[src/sv/cwbf_pkg.sv]
// Shared types and constants for the clustered weighted box filter.
// No dependencies.
`default_nettype none
package cwbf_pkg;

  typedef enum logic [1:0] {
    CMD_LOAD_CPL = 2'd0,
    CMD_LOAD_PIX = 2'd1,
    CMD_READ     = 2'd2
  } cmd_code_t;

  localparam logic [1:0] REG_HEIGHT   = 2'd0;
  localparam logic [1:0] REG_WIDTH    = 2'd1;
  localparam logic [1:0] REG_CLUSTERS = 2'd2;

  localparam int DIM_W = 7;    // image height / width, row / column
  localparam int KC_W  = 3;    // cluster count
  localparam int PIX_W = 12;   // pixel index field
  localparam int HW_W  = 14;   // height * width
  localparam int S_W   = 34;   // coupling-weighted sum, Q.30
  localparam int WT_W  = 19;   // Wt after >> 15
  localparam int NUM_W = 64;   // numerator of the final ratio

  typedef enum logic [3:0] {
    ST_IDLE, ST_CHK, ST_RCW, ST_WPIX, ST_WTI, ST_WT, ST_WTD, ST_WINI,
    ST_WIN, ST_WIND, ST_MAC, ST_NEXTK, ST_DIVCHK, ST_DIVW, ST_DONE
  } state_t;

  typedef struct packed {
    logic set_zero;
    logic rc_start;
    logic rc_load;
    logic pix_rd;
    logic wt_init;
    logic wt_run;
    logic wt_fin;
    logic win_run;
    logic mac_run;
    logic k_next;
    logic div_start;
    logic div_load;
    logic res_load;
  } cwbf_cmd_t;

  typedef struct packed {
    logic rd_acc;
    logic outside;
    logic div_busy;
    logic wt_last;
    logic win_last;
    logic mac_last;
    logic k_last;
    logic wb_zero;
    logic ch_last;
    logic out_free;
  } cwbf_sts_t;

endpackage
`default_nettype wire

[src/sv/cwbf_ctrl.sv]
// Sequencer for the read operation: steps the datapath through each cluster.
// Depends on cwbf_pkg.
`default_nettype none
module cwbf_ctrl import cwbf_pkg::*; (
  input  wire logic      clk,
  input  wire logic      rst_n,
  input  wire cwbf_sts_t sts,
  output cwbf_cmd_t      cmd,
  output logic           in_ready
);

  state_t state_r, state_nxt;

  always_ff @(posedge clk) begin
    if (!rst_n) state_r <= ST_IDLE;
    else state_r <= state_nxt;
  end

  always_comb begin
    state_nxt = state_r;
    cmd       = '0;
    in_ready  = 1'b0;
    unique case (state_r)
      ST_IDLE: begin
        in_ready = 1'b1;
        if (sts.rd_acc) state_nxt = ST_CHK;
      end
      ST_CHK: begin
        if (sts.outside) begin
          cmd.set_zero = 1'b1;
          state_nxt = ST_DONE;
        end else begin
          cmd.rc_start = 1'b1;
          state_nxt = ST_RCW;
        end
      end
      ST_RCW: begin
        if (!sts.div_busy) begin
          cmd.rc_load = 1'b1;
          state_nxt = ST_WPIX;
        end
      end
      ST_WPIX: begin
        cmd.pix_rd = 1'b1;
        state_nxt = ST_WTI;
      end
      ST_WTI: begin
        cmd.wt_init = 1'b1;
        state_nxt = ST_WT;
      end
      ST_WT: begin
        cmd.wt_run = 1'b1;
        if (sts.wt_last) state_nxt = ST_WTD;
      end
      ST_WTD: state_nxt = ST_WINI;   // last coupling product lands
      ST_WINI: begin
        cmd.wt_fin = 1'b1;
        state_nxt = ST_WIN;
      end
      ST_WIN: begin
        cmd.win_run = 1'b1;
        if (sts.win_last) state_nxt = ST_WIND;
      end
      ST_WIND: state_nxt = ST_MAC;   // last window sample lands
      ST_MAC: begin
        cmd.mac_run = 1'b1;
        if (sts.mac_last) state_nxt = ST_NEXTK;
      end
      ST_NEXTK: begin
        cmd.k_next = 1'b1;
        state_nxt = sts.k_last ? ST_DIVCHK : ST_WPIX;
      end
      ST_DIVCHK: begin
        if (sts.wb_zero) begin
          cmd.set_zero = 1'b1;
          state_nxt = ST_DONE;
        end else begin
          cmd.div_start = 1'b1;
          state_nxt = ST_DIVW;
        end
      end
      ST_DIVW: begin
        if (!sts.div_busy) begin
          cmd.div_load = 1'b1;
          state_nxt = sts.ch_last ? ST_DONE : ST_DIVCHK;
        end
      end
      ST_DONE: begin
        if (sts.out_free) begin
          cmd.res_load = 1'b1;
          state_nxt = ST_IDLE;
        end
      end
      default: state_nxt = ST_IDLE;
    endcase
  end

endmodule
`default_nettype wire

[config.mk]
export PLATFORM = sky130hd
export DESIGN_NAME = cwbf_ctrl
export DESIGN_NICKNAME = d
export VERILOG_FILES = /design/src/sv/cwbf_pkg.sv /design/src/sv/cwbf_ctrl.sv
export SDC_FILE = /design/constraint.sdc
export NUM_CORES = 1
export LEC_CHECK = 0
export BUFFER_PORTS_ARGS = -buffer_cell sky130_fd_sc_hd__buf_2
export CORE_UTILIZATION = 30
export DETAILED_ROUTE_END_ITERATION = 6
export HOLD_SLACK_MARGIN = 0.08
export MAX_ROUTING_LAYER = met4
export SLEW_MARGIN = 20
export SYNTH_ARGS = -nofsm -noshare
export SYNTH_HDL_FRONTEND = slang
export SYNTH_SLANG_ARGS = --single-unit
[constraint.sdc]
create_clock -name clk -period 3.2 [get_ports clk]
set_input_delay 0.16 -clock clk [delete_from_list [all_inputs] [get_ports clk]]
set_output_delay 0.16 -clock clk [all_outputs]
set_load 0.02 [all_outputs]
== After elaboration in Yosys (flattened, before gate mapping) ==
Index checks and enable logic that the tools add are counted.
Storage, ports and cells
  output and inout port bits: 14
  bits in registers: 4
Operators by class
  reductions and logical operators: 2
  equal/unequal tests: 21
  mux-type cells: 32
Operator list (count)
  $pmux 4 s15: 1
  $mux 4: 9
  $eq 4x4->1 const B: 7
  $mux 1: 19
  $eq 4x3->1 const B: 4
  $ne 2x2->1 const B: 7
  $eq 4x2->1 const B: 2
  $reduce_and 7->1: 1
  $eq 4x1->1 const B: 1
  $logic_not 4->1: 1
  $mux 2: 2
  $pmux 1 s2: 1

== Longest topological paths before layout ==
Gate-level depths: netlist (run 1).
  depth after elaboration: 3
  mapped depth: 5
  gate-level depth less buffers: 4

== Worst setup path before layout (run 1) ==
No wires, ideal clock.
  kind: register -> output
  from: reg state_r[2]
  to: out cmd[2] (netlist bit)
  arrival: 1522 ps
  cell stages (with the launch flop): 5
  slack: 1518 ps
  data required time: 3040 ps
  path through: dfxtp_1 buf_2 buf_1 nand2_1 nor4_1
RTL lines
  start: declaration: RTL line cwbf_ctrl.sv:12  | state_t state_r, state_nxt;
  start signal: assignment: RTL line cwbf_ctrl.sv:16  | else state_r <= state_nxt;
  end: declaration: RTL line cwbf_ctrl.sv:8  | output cwbf_cmd_t cmd,

== Worst setup path in the final report (run 1) ==
  from: reg state_r[1]
  to: reg state_r[0]
On the way
  word-level cells in the longest chain between the ends: 3
  elaborated cells between the ends (all ways): 24
Ends and longest elaborated chain
  $eq 4x2->1 (tied with other cells): RTL line cwbf_ctrl.sv:23  | unique case (state_r)
  $ne 2x2->1 (no source line)
  $reduce_and 7->1 (no source line)
Several ways; a longest one is shown, not always the timed one.
A chain may end at the register's enable or synchronous reset.

==> results of run 1 <==
==> synth_stat cells, drive strengths merged, types with 2 or more instances <==
library cell | instances | share of area, %
nor3 | 5 | 4.2
nor2 | 9 | 5.7
a22oi | 2 | 2.5
a21oi | 2 | 1.7
nand3 | 2 | 2.5
nand2 | 5 | 3.2
mux2i | 2 | 3.4
dfxtp | 4 | 14
nand2b | 5 | 5.3
nor3b | 3 | 3.8
a31oi | 3 | 3.2
nor4b | 2 | 4.0
buf | 7 | 8.9
inv | 2 | 1.3
nor4 | 3 | 4.2
a211oi | 2 | 4.2
o21ai | 7 | 5.9
nor2b | 4 | 4.2
==> power groups by stage <==
stage	Clock (W)	Combinational (W)	Sequential, W
finish	0.0000596	0.000390	0.000211
global route	0.0000686	0.000429	0.000228
CTS	0.0000623	0.000393	0.000212
detailed placement	0	0.000392	0.000212
global placement	0	0.000388	0.000207
floorplan	0	0.000441	0.000102
==> cell type report <==
cell class              instances  area share (%)
inverters                       2            1.05
repair buffers                 25            17.5
multi-input cells              67            62.8
flip-flops and latches          4            11.2
clock buffers                   3            3.15
well taps                      25            4.37
==> layout by cell type (no fill, tap or decap), types with 2 or more instances in the layout <==
master / n
buf_2: 25
o21ai_1: 2
dfxtp_1: 4
a22oi_1: 2
o21ai_0: 5
nor2_1: 9
nand2_1: 5
a211oi_2: 2
a31oi_1: 3
nand2b_1: 5
a21oi_1: 2
nor3_1: 5
nor2b_1: 4
clkbuf_4: 3
inv_1: 2
mux2i_1: 2
nor4_1: 2
nor3b_1: 3
==> per-stage QoR <==
stage | cells | setup WS [ns]
finish | 126 | 1.31
global route | 126 | 1.10
CTS | 126 | 1.30
detailed placement | 123 | 1.32
global placement | 123 | 1.40
floorplan | 81 | 1.52
==> worst min path at each step <==
stage	from	slack, ns	to
final	rst_n	0.21	state_r[0]
after global routing	rst_n	0.20	state_r[0]
after CTS	rst_n	0.20	state_r[0]
after detailed placement	rst_n	0.44	state_r[0]
after global placement	rst_n	0.43	state_r[0]
after floorplan	rst_n	0.29	state_r[0]
==> metal layers <==
layer,vias to the layer above,track usage (%)
met5,-,-
met4,0,7.65
met3,0,2.35
met2,16,23.9
met1,309,17.6
li1,339,-
==> kinds of logic (layout without fill, tap and decap cells) <==
logic type      after synthesis  in the layout  synth area share, %
simple gates                 42             42                 43.9
compound gates               22             22                 26.6
buf+inv                      10             30                 10.8
flops                         4              4                 13.5
mux                           3              3                 5.27
==> impl_results.md, run 1 <==
* Crit path to: state_r[0]
* Root buffer cell: clkbuf_4
* Mapped cell area at 593 um2
* Cell Int Power at 0.000310 W
* DP Area at 693 um2
* Hpwl dp at 1050 um
* Util after Layout at 40.1%
* Pin count of the biggest net entering global routing at 26
* Vias in the first global route at 528
* Crit-path leading delay family: flip-flops
* Multi-input gate area at 449 um2
* Synthesis-to-finish area growth at 20.7%
* Status: completed
* Chip height at 46.5 um
* Fillcell total at 186
* Avg Inst Size Synth at 7.32 um2
* Buf+Inv Stages, Crit Path at 0
* Critical path depth at 4
* Die Wd at 46.5 um
* Wl on met1 at 687 um
* Final setup skew at 0.00323 ns
* Post-synth ARST share at 0%
* RePlAce Congestion at 0.764
* Final WL at 1460 um
* Syn_nets at 93
* Logic pwr share at 59.0%
* Crit path required time at 3.32 ns
* Post-Synthesis Cells at 81
* Number of routed nets with antenna violations at 0
* First-pass GRT wire length at 2210 um
* Antenna violations before repair at 0
* Yosys cell types at 36
* Post-CTS setup buffers at 0
* Min Tclk post-route at 1.89 ns
* 1st-iter DRT viols at 10
* Reg2reg start: state_r[1]
* Setup TNS at 0 ns
* # Max-Cap Violations at 0
* Hold WC Path Type: input pin to flop
* RSZ-0062 raised after global routing: no
* Ant. Diodes at 0
* Maximum vdd drop at 0.000485 V
* Critical Path Source: state_r[1]
* Hold Buf Count CTS at 0
* Nature of the critical path endpoint: flop
* Gr usage total at 14.9%
* R2R Path End: state_r[0]
* Fin crit share at 59.0%
* Worst EP arrival at 2.00 ns
* Die Outline Area at 2160 um2
* Met2 WL at 732 um
* FMAX at 0.530 GHz
* Number of detailed-route iterations in the first pass at 4
* TritonCTS Buffers at 3
* Met3 Routed Length at 39 um
* Core area at 1780 um2
* # rows at 15
* CTS tree: yes
* DRC viols at 0
* H-tree Lvls at 1
* Worst-path cell chain: nor4b_2, o21ai_1, and3_4, a31o_1
* Fin area at 716 um2
* Largest register FFs at 4
* Finish-stage setup viols at 0
* Hold depth at 2
* CTS max path bufs at 2
* R2R depth at 4
* Psw at 0.000351 W
* CP Launch Type: flop
* PortBufs at 25
* Nets at 115
* Sequential Area at 80.1 um2
* PwrDens at 923 nW/um2
* Slew Limit Fails at 0
* Layout cells sized above 1 at 36.6%
* Via count at 664
* Wire per inst at 11.6 um
* Warning count from the yosys run at 0
* Clock latency on the worst-skew pair at 0.23 ns
* CP max stage delay at 0.81 ns
* CP Class: flop to flop
* Static leakage at 0.295 nW
* Fin. Hold Viols at 0
* Flop pwr share at 32.0%
* Number of synthesized flops with an enable pin at 0
* Yosys reg bits at 4
* Via/cell ratio at 5.27
* Switching share of power at 53.1%
* Slew of the pin with the lowest slew margin at 0.773 ns
* # resized after CTS at 0
* Slew Limit Headroom at 48.4%
* Register area share after synthesis at 13.5%
* Num Clock Sinks at 4
* Starting density of the core at 33.3%
* Slowest cell on crit path: dfxtp_1
* Total power draw at 0.000661 W
* Worst-path clk slew at 0.04 ns
* Overflow after GRT at 0
* Min Hold Slack at 0.209 ns
* Largest registers: state_r x4
* DR top layer: met3
* Clk network pwr share at 9.0%
* CP Max Fanout at 24
* I/O pin count at 26
* R2R Setup Slk at 1.31 ns
* Most flops, register: state_r
* Main synth FF type: dfxtp_1
Power figures use the tool's default switching activity.
==> run 2: changes to the inputs <==
==> constraint.sdc (replaced) <==
create_clock -name clk -period 1.6 [get_ports clk]
set_input_delay 0.08 -clock clk [delete_from_list [all_inputs] [get_ports clk]]
set_output_delay 0.08 -clock clk [all_outputs]
set_load 0.02 [all_outputs]
==> impl_results.md, run 2 (synthesis results as in run 1) <==
* Synthesis-to-finish area growth at 37.6%
* First-pass GRT wire length at 2690 um (+22%)
* CP Launch Type: flop
* FMAX at 0.674 GHz
* H-tree Lvls at 1 (unchanged)
* Finish-stage setup viols at 0 (unchanged)
* 1st-iter DRT viols at 12 (+2)
* RSZ-0062 raised after global routing: no
* Root buffer cell: clkbuf_4
* Clock latency on the worst-skew pair at 0.23 ns (about the same)
* Gr usage total at 18.3% (+3.5 points)
* TritonCTS Buffers at 3 (unchanged)
* I/O pin count at 26 (unchanged)
* Fin crit share at 92.7%
* Commonest non-fill, non-tap cell in the layout: buf_2
* Antenna violations before repair at 0 (unchanged)
* Min Tclk post-route at 1.48 ns
* Worst-path clk slew at 0.04 ns (about the same)
* Hold WC Path Type: input pin to flop
* Wire per inst at 12.2 um (+5.6%)
* Die Outline Area at 2160 um2 (unchanged)
* DP Area at 776 um2 (+12%)
* Fin area at 816 um2 (+14%)
* Final setup skew at 0.00132 ns (-0.00191 ns)
* Num Clock Sinks at 4 (unchanged)
* Via/cell ratio at 5.30 (+0.50%)
* CTS tree: yes
* Number of detailed-route iterations in the first pass at 4 (unchanged)
* Maximum vdd drop at 0.000769 V (+58%)
* Static leakage at 0.347 nW (+18%)
* Layout cells sized above 1 at 48.2% (+12 points)
* Ant. Diodes at 0 (unchanged)
* Hpwl dp at 1280 um (+22%)
* RePlAce Congestion at 0.781 (+2.2%)
* # Max-Cap Violations at 0 (unchanged)
* Via count at 715 (+7.7%)
* Pin count of the biggest net entering global routing at 15 (-42%)
* Die Wd at 46.5 um (unchanged)
* Status: completed
* DRC viols at 0 (unchanged)
* Starting density of the core at 33.3% (unchanged)
* Slew Limit Fails at 0 (unchanged)
* PwrDens at 1920 nW/um2 (+110%)
* Setup TNS at 0 ns (unchanged)
* Slew of the pin with the lowest slew margin at 0.270 ns (-0.503 ns)
* Nets at 124 (+7.8%)
* Post-CTS setup buffers at 0 (unchanged)
* # rows at 15 (unchanged)
* Largest registers: state_r x4
* Fin. Hold Viols at 0 (unchanged)
* Largest register FFs at 4 (unchanged)
* Worst EP arrival at 1.40 ns (-0.60 ns)
* Final WL at 1650 um (+13%)
* Most frequent cells in the layout: 25 x buf_2, 9 x nor2_1, 8 x buf_4
* Chip height at 46.5 um (unchanged)
* CP Max Fanout at 14 (-42%)
* Most flops, register: state_r
* Number of routed nets with antenna violations at 0 (unchanged)
* Nature of the critical path endpoint: output pin
* CTS max path bufs at 2 (unchanged)
* Vias in the first global route at 588 (+11%)
* Slew Limit Headroom at 81.7% (+33 points)
* Overflow after GRT at 0 (unchanged)
* Crit path required time at 1.52 ns (-1.80 ns)
* CP Class: flop to output pin
* Core area at 1780 um2 (unchanged)
* PortBufs at 25 (unchanged)
[run 2: cell types whose count changed in the layout (fill, tap and decap cells not counted)]
cell / delta
a22oi_1: -1
a22oi_2: +1
buf_4: +8
buf_6: +1
dfxtp_1: -4
dfxtp_2: +4
nor4_1: -1
nor4_4: +1
o21ai_1: -1
o21ai_2: +1
[run 2: area by class of cell]
cell class                      instances  area (um2)
Clock buffer                            3        22.5
Fill cell                             191         967
Inverter                                2        7.51
Multi-Input combinational cell         67         473
Sequential cell                         4        85.1
Tap cell                               25        31.3
Timing Repair Buffer                   34         196
[run 2: timing repair]
action | in CTS | in global routing
hold buffers | 0 | 0
setup endpoints to repair | 4 | 8
pin swaps | 0 | 0
resized for setup | 2 | 5
[run 2: final timing paths]
| check | start | slack [ns] | endpoint | cells past startpoint |
|---|---|---|---|---|
| worst max register to register | state_r[3] | 0.14 | state_r[2] | 5 |
| worst max-delay path | state_r[0] | 0.12 | cmd[1] | 4 |
| worst min register to register | state_r[2] | 0.63 | state_r[2] | 2 |
| worst min-delay path | rst_n | 0.11 | state_r[0] | 2 |
[run 2: stage by stage]
step	hold slack, ns	worst slack (ns)	total power, W	utilization (%)	cells
floorplan	0.213	0.0869	0.00112	-	81
global placement	0.339	0.0572	0.00138	43.5	132
detailed placement	0.352	0.0466	0.00140	43.5	132
CTS	0.103	0.0392	0.00154	44.9	135
global route	0.130	0.0126	0.00170	45.8	135
finish	0.114	0.117	0.00156	45.8	135
[run 2: where the power goes]
| part | switching (W) | total (W) | internal [W] | leakage, nW |
|---|---|---|---|---|
| Sequential | 0.000131 | 0.000292 | 0.000161 | 0.0344 |
| Clock | 0.0000417 | 0.000126 | 0.0000839 | 0.0138 |
| Combinational | 0.000608 | 0.00115 | 0.000537 | 0.299 |
| Total | 0.000781 | 0.00156 | 0.000782 | 0.347 |
[run 2: critical path, stage by stage (launching register included)]
cell and delay [ns]:
dfxtp_2 0.44, buf_6 0.19, nand2b_1 0.16, nor3_1 0.20, buf_2 0.19
[run 2: layer usage]
| metal | up-vias | part of all wire [%] | wire [um] | GRT usage (%) |
|---|---|---|---|---|
| li1 | 362 | - | - | - |
| met1 | 339 | 48 | 799 | 23.2 |
| met2 | 14 | 50 | 825 | 27.5 |
| met3 | 0 | 1.6 | 26 | 3.53 |
| met4 | 0 | 0 | 0 | 8.82 |
| met5 | - | 0 | 0 | - |
==> run 3: changes to the inputs <==
--- a/config.mk
+++ b/config.mk
@@ -5,9 +5,12 @@
 export SDC_FILE = /design/constraint.sdc
 export NUM_CORES = 1
 export LEC_CHECK = 0
+export ABC_AREA = 1
 export BUFFER_PORTS_ARGS = -buffer_cell sky130_fd_sc_hd__buf_2
+export CORE_ASPECT_RATIO = 1.2
 export CORE_UTILIZATION = 30
 export DETAILED_ROUTE_END_ITERATION = 6
+export GPL_TIMING_DRIVEN = 0
 export HOLD_SLACK_MARGIN = 0.08
 export MAX_ROUTING_LAYER = met4
 export SLEW_MARGIN = 20
==> impl_results.md, run 3 <==
* Status: completed
* DRC viols at 0 (unchanged)
* Overflow after GRT at 0 (unchanged)
* CP Launch Type: flop
* List of most frequent post-synthesis cells: 28 x nand2_1, 15 x inv_1, 11 x nor2_1
* Vias in the first global route at 534 (-9.2%)
* Crit-path leading delay family: flip-flops
* Static leakage at 0.433 nW (+25%)
* Hold Buf Count CTS at 0 (unchanged)
* Post-synth top area share at 19.6% (+6.1 points)
* Worst-path cell chain: nand2_2, inv_2, nand3_1, o21ai_0, buf_2
* Layout cells sized above 1 at 38.1% (-10 points)
* CP Class: flop to output pin
* Crit path required time at 1.52 ns (about the same)
* R2R Setup Slk at 0.25 ns (+0.11 ns)
* Hold EP: state_r[1]
* Buf+Inv Stages, Crit Path at 2 (unchanged)
* Via count at 642 (-10%)
* Mapped cell area at 537 um2 (-9.5%)
* Setup TNS at 0 ns (unchanged)
* Largest registers: state_r x4
* Post-synth ARST share at 0% (unchanged)
* Util after Layout at 42.5% (-3.2 points)
* Num Clock Sinks at 4 (unchanged)
* Hold WC Path Type: input pin to flop
* Hold wc startpoint: rst_n
* Most frequent cells in the layout: 28 x nand2_1, 25 x buf_2, 15 x inv_1
* Grt met3 use at 4.13% (+0.60 points)
* PwrDens at 1650 nW/um2 (-14%)
* Yosys reg bits at 4 (unchanged)
* H-tree Lvls at 1 (unchanged)
* Starting density of the core at 32.3% (-0.96 points)
* Pin count of the biggest net entering global routing at 8 (-7)
* Register area share after synthesis at 14.9% (+1.4 points)
* R2R depth at 8 (+3)
* 1st-iter DRT viols at 12 (unchanged)
* Cell taking the most area after synthesis: nand2_1
* Hpwl dp at 1180 um (-7.7%)
* Synthesis-to-finish area growth at 31.7%
* Core area at 1660 um2 (-6.8%)
* Nature of the critical path endpoint: output pin
* TritonCTS Buffers at 3 (unchanged)
* Nets at 140 (+13%)
* Ant. Diodes at 0 (unchanged)
* Warning count from the yosys run at 0 (unchanged)
* Antenna violations before repair at 0 (unchanged)
* Syn_nets at 110 (+18%)
* Number of routed nets with antenna violations at 0 (unchanged)
* Main synth FF type: dfxtp_1
* Met2 Usage GRT at 24.1% (-3.4 points)
* Min Tclk post-route at 1.40 ns (-0.0811 ns)
* Reg2reg start: state_r[0]
* # resized after CTS at 0 (-2)
* CTS max path bufs at 2 (unchanged)
* Finish-stage setup viols at 0 (unchanged)
* Hold depth at 3 (+1)
* Root buffer cell: clkbuf_4
* I/O pin count at 26 (unchanged)
* Number of detailed-route iterations in the first pass at 4 (unchanged)
* Most flops, register: state_r
* Post-CTS setup buffers at 0 (unchanged)
* # rows at 16 (+1)
* PortBufs at 25 (unchanged)
* Maximum vdd drop at 0.000833 V (+8.3%)
* # Max-Cap Violations at 0 (unchanged)
* RePlAce Congestion at 0.742 (-5.1%)
* Area contributors post-synth: nand2_1 20%, dfxtp_1 15%, inv_1 10%
* Slew Limit Headroom at 80.7% (-0.98 points)
* Commonest non-fill, non-tap cell in the layout: nand2_1
* Clock latency on the worst-skew pair at 0.23 ns (about the same)
* Fin. Hold Viols at 0 (unchanged)
* Post-Synthesis Cells at 98 (+21%)
* Worst-path clk slew at 0.03 ns (about the same)
* Die Outline Area at 1960 um2 (-9.1%)
* CP Max Fanout at 7 (-7)
* CTS tree: yes
* Busiest grt layer: met2
* CP max stage delay at 0.47 ns (+0.03 ns)
* GR Util met1 at 20.1% (-3.1 points)
* Worst EP arrival at 1.32 ns (-0.08 ns)
* Fin crit share at 87.6% (-5.1 points)
* Slew of the pin with the lowest slew margin at 0.289 ns (+0.0182 ns)
* FMAX at 0.713 GHz (+5.8%)
* Final WL at 1370 um (-17%)
* Largest register FFs at 4 (unchanged)
* Wire per inst at 9.51 um (-22%)
* Die Wd at 40.6 um (-13%)
* Avg Inst Size Synth at 5.48 um2 (-25%)
* Most common cell in the netlist: nand2_1
* Yosys cell types at 18 (-50%)
* First-pass GRT wire length at 2170 um (-20%)
* Gr usage total at 15.6% (-2.7 points)
* Final setup skew at 0.000861 ns (-0.000457 ns)
* Number of synthesized flops with an enable pin at 0 (unchanged)
* R2R Path End: state_r[3]
* Slew Limit Fails at 0 (unchanged)
* Fillcell total at 196 (+2.6%)
* RSZ-0062 raised after global routing: no
* Chip height at 48.3 um (+4.0%)
* Slowest cell on crit path: dfxtp_1
* Via/cell ratio at 4.46 (-16%)
-- run 3: worst max-delay path by stage --
stage	depth (start not counted)	end	slack, ns	startpoint
floorplan	6	state_r[1]	0.29	state_r[1]
global placement	7	state_r[3]	0.30	state_r[2]
detailed placement	6	state_r[3]	0.26	state_r[0]
CTS	4	cmd[12]	0.18	state_r[2]
global route	4	cmd[2]	0.08	state_r[1]
finish	5	cmd[12]	0.20	state_r[3]
-- run 3: layer usage --
layer	share of wire, %	vias to the layer above
met1	47	263
met5	0	-
met2	48	19
li1	-	360
met3	4.8	0
met4	0	0
-- run 3: where the power goes --
part           switching, W  total [W]  internal, W
clock             0.0000349   0.000118    0.0000834
sequential        0.0000849   0.000229     0.000144
combinational      0.000540   0.000820     0.000280
total              0.000659    0.00117     0.000507
-- run 3: worst min-delay path: cells and delay by family --
kind | cells | cell delay (ns)
buffers and inverters | 2 | 0.14
AOI/OAI and AO/OA | 1 | 0.09
-- run 3: cell families (layout without fill, tap and decap cells) --
group	Yosys count	count (layout)	synth area share (%)
AND/OR/NAND/NOR	68	68	64.6
buffers and inverters	19	47	13.3
AO/OA/AOI/OAI	7	7	7.23
flip-flops	4	4	14.9
-- run 3: final cells by class --
type	instances	area, um2	area share [%]
inverter	19	71.3	10.1
timing repair buffer	25	125	17.7
multi-input combinational	75	385	54.5
tap	18	22.5	3.19
clock buffer	3	22.5	3.19
sequential	4	80.1	11.3
-- run 3: per-stage QoR --
| step | hold slack (ns) | instances | area, um2 | total power [W] | worst slack, ns |
|---|---|---|---|---|---|
| detailed placement | 0.360 | 141 | 684 | 0.00106 | 0.257 |
| CTS | 0.117 | 144 | 707 | 0.00119 | 0.181 |
| finish | 0.124 | 144 | 707 | 0.00117 | 0.198 |
| global placement | 0.357 | 141 | 684 | 0.00105 | 0.297 |
| floorplan | 0.215 | 98 | 537 | 0.000861 | 0.286 |
| global route | 0.156 | 144 | 707 | 0.00132 | 0.0772 |
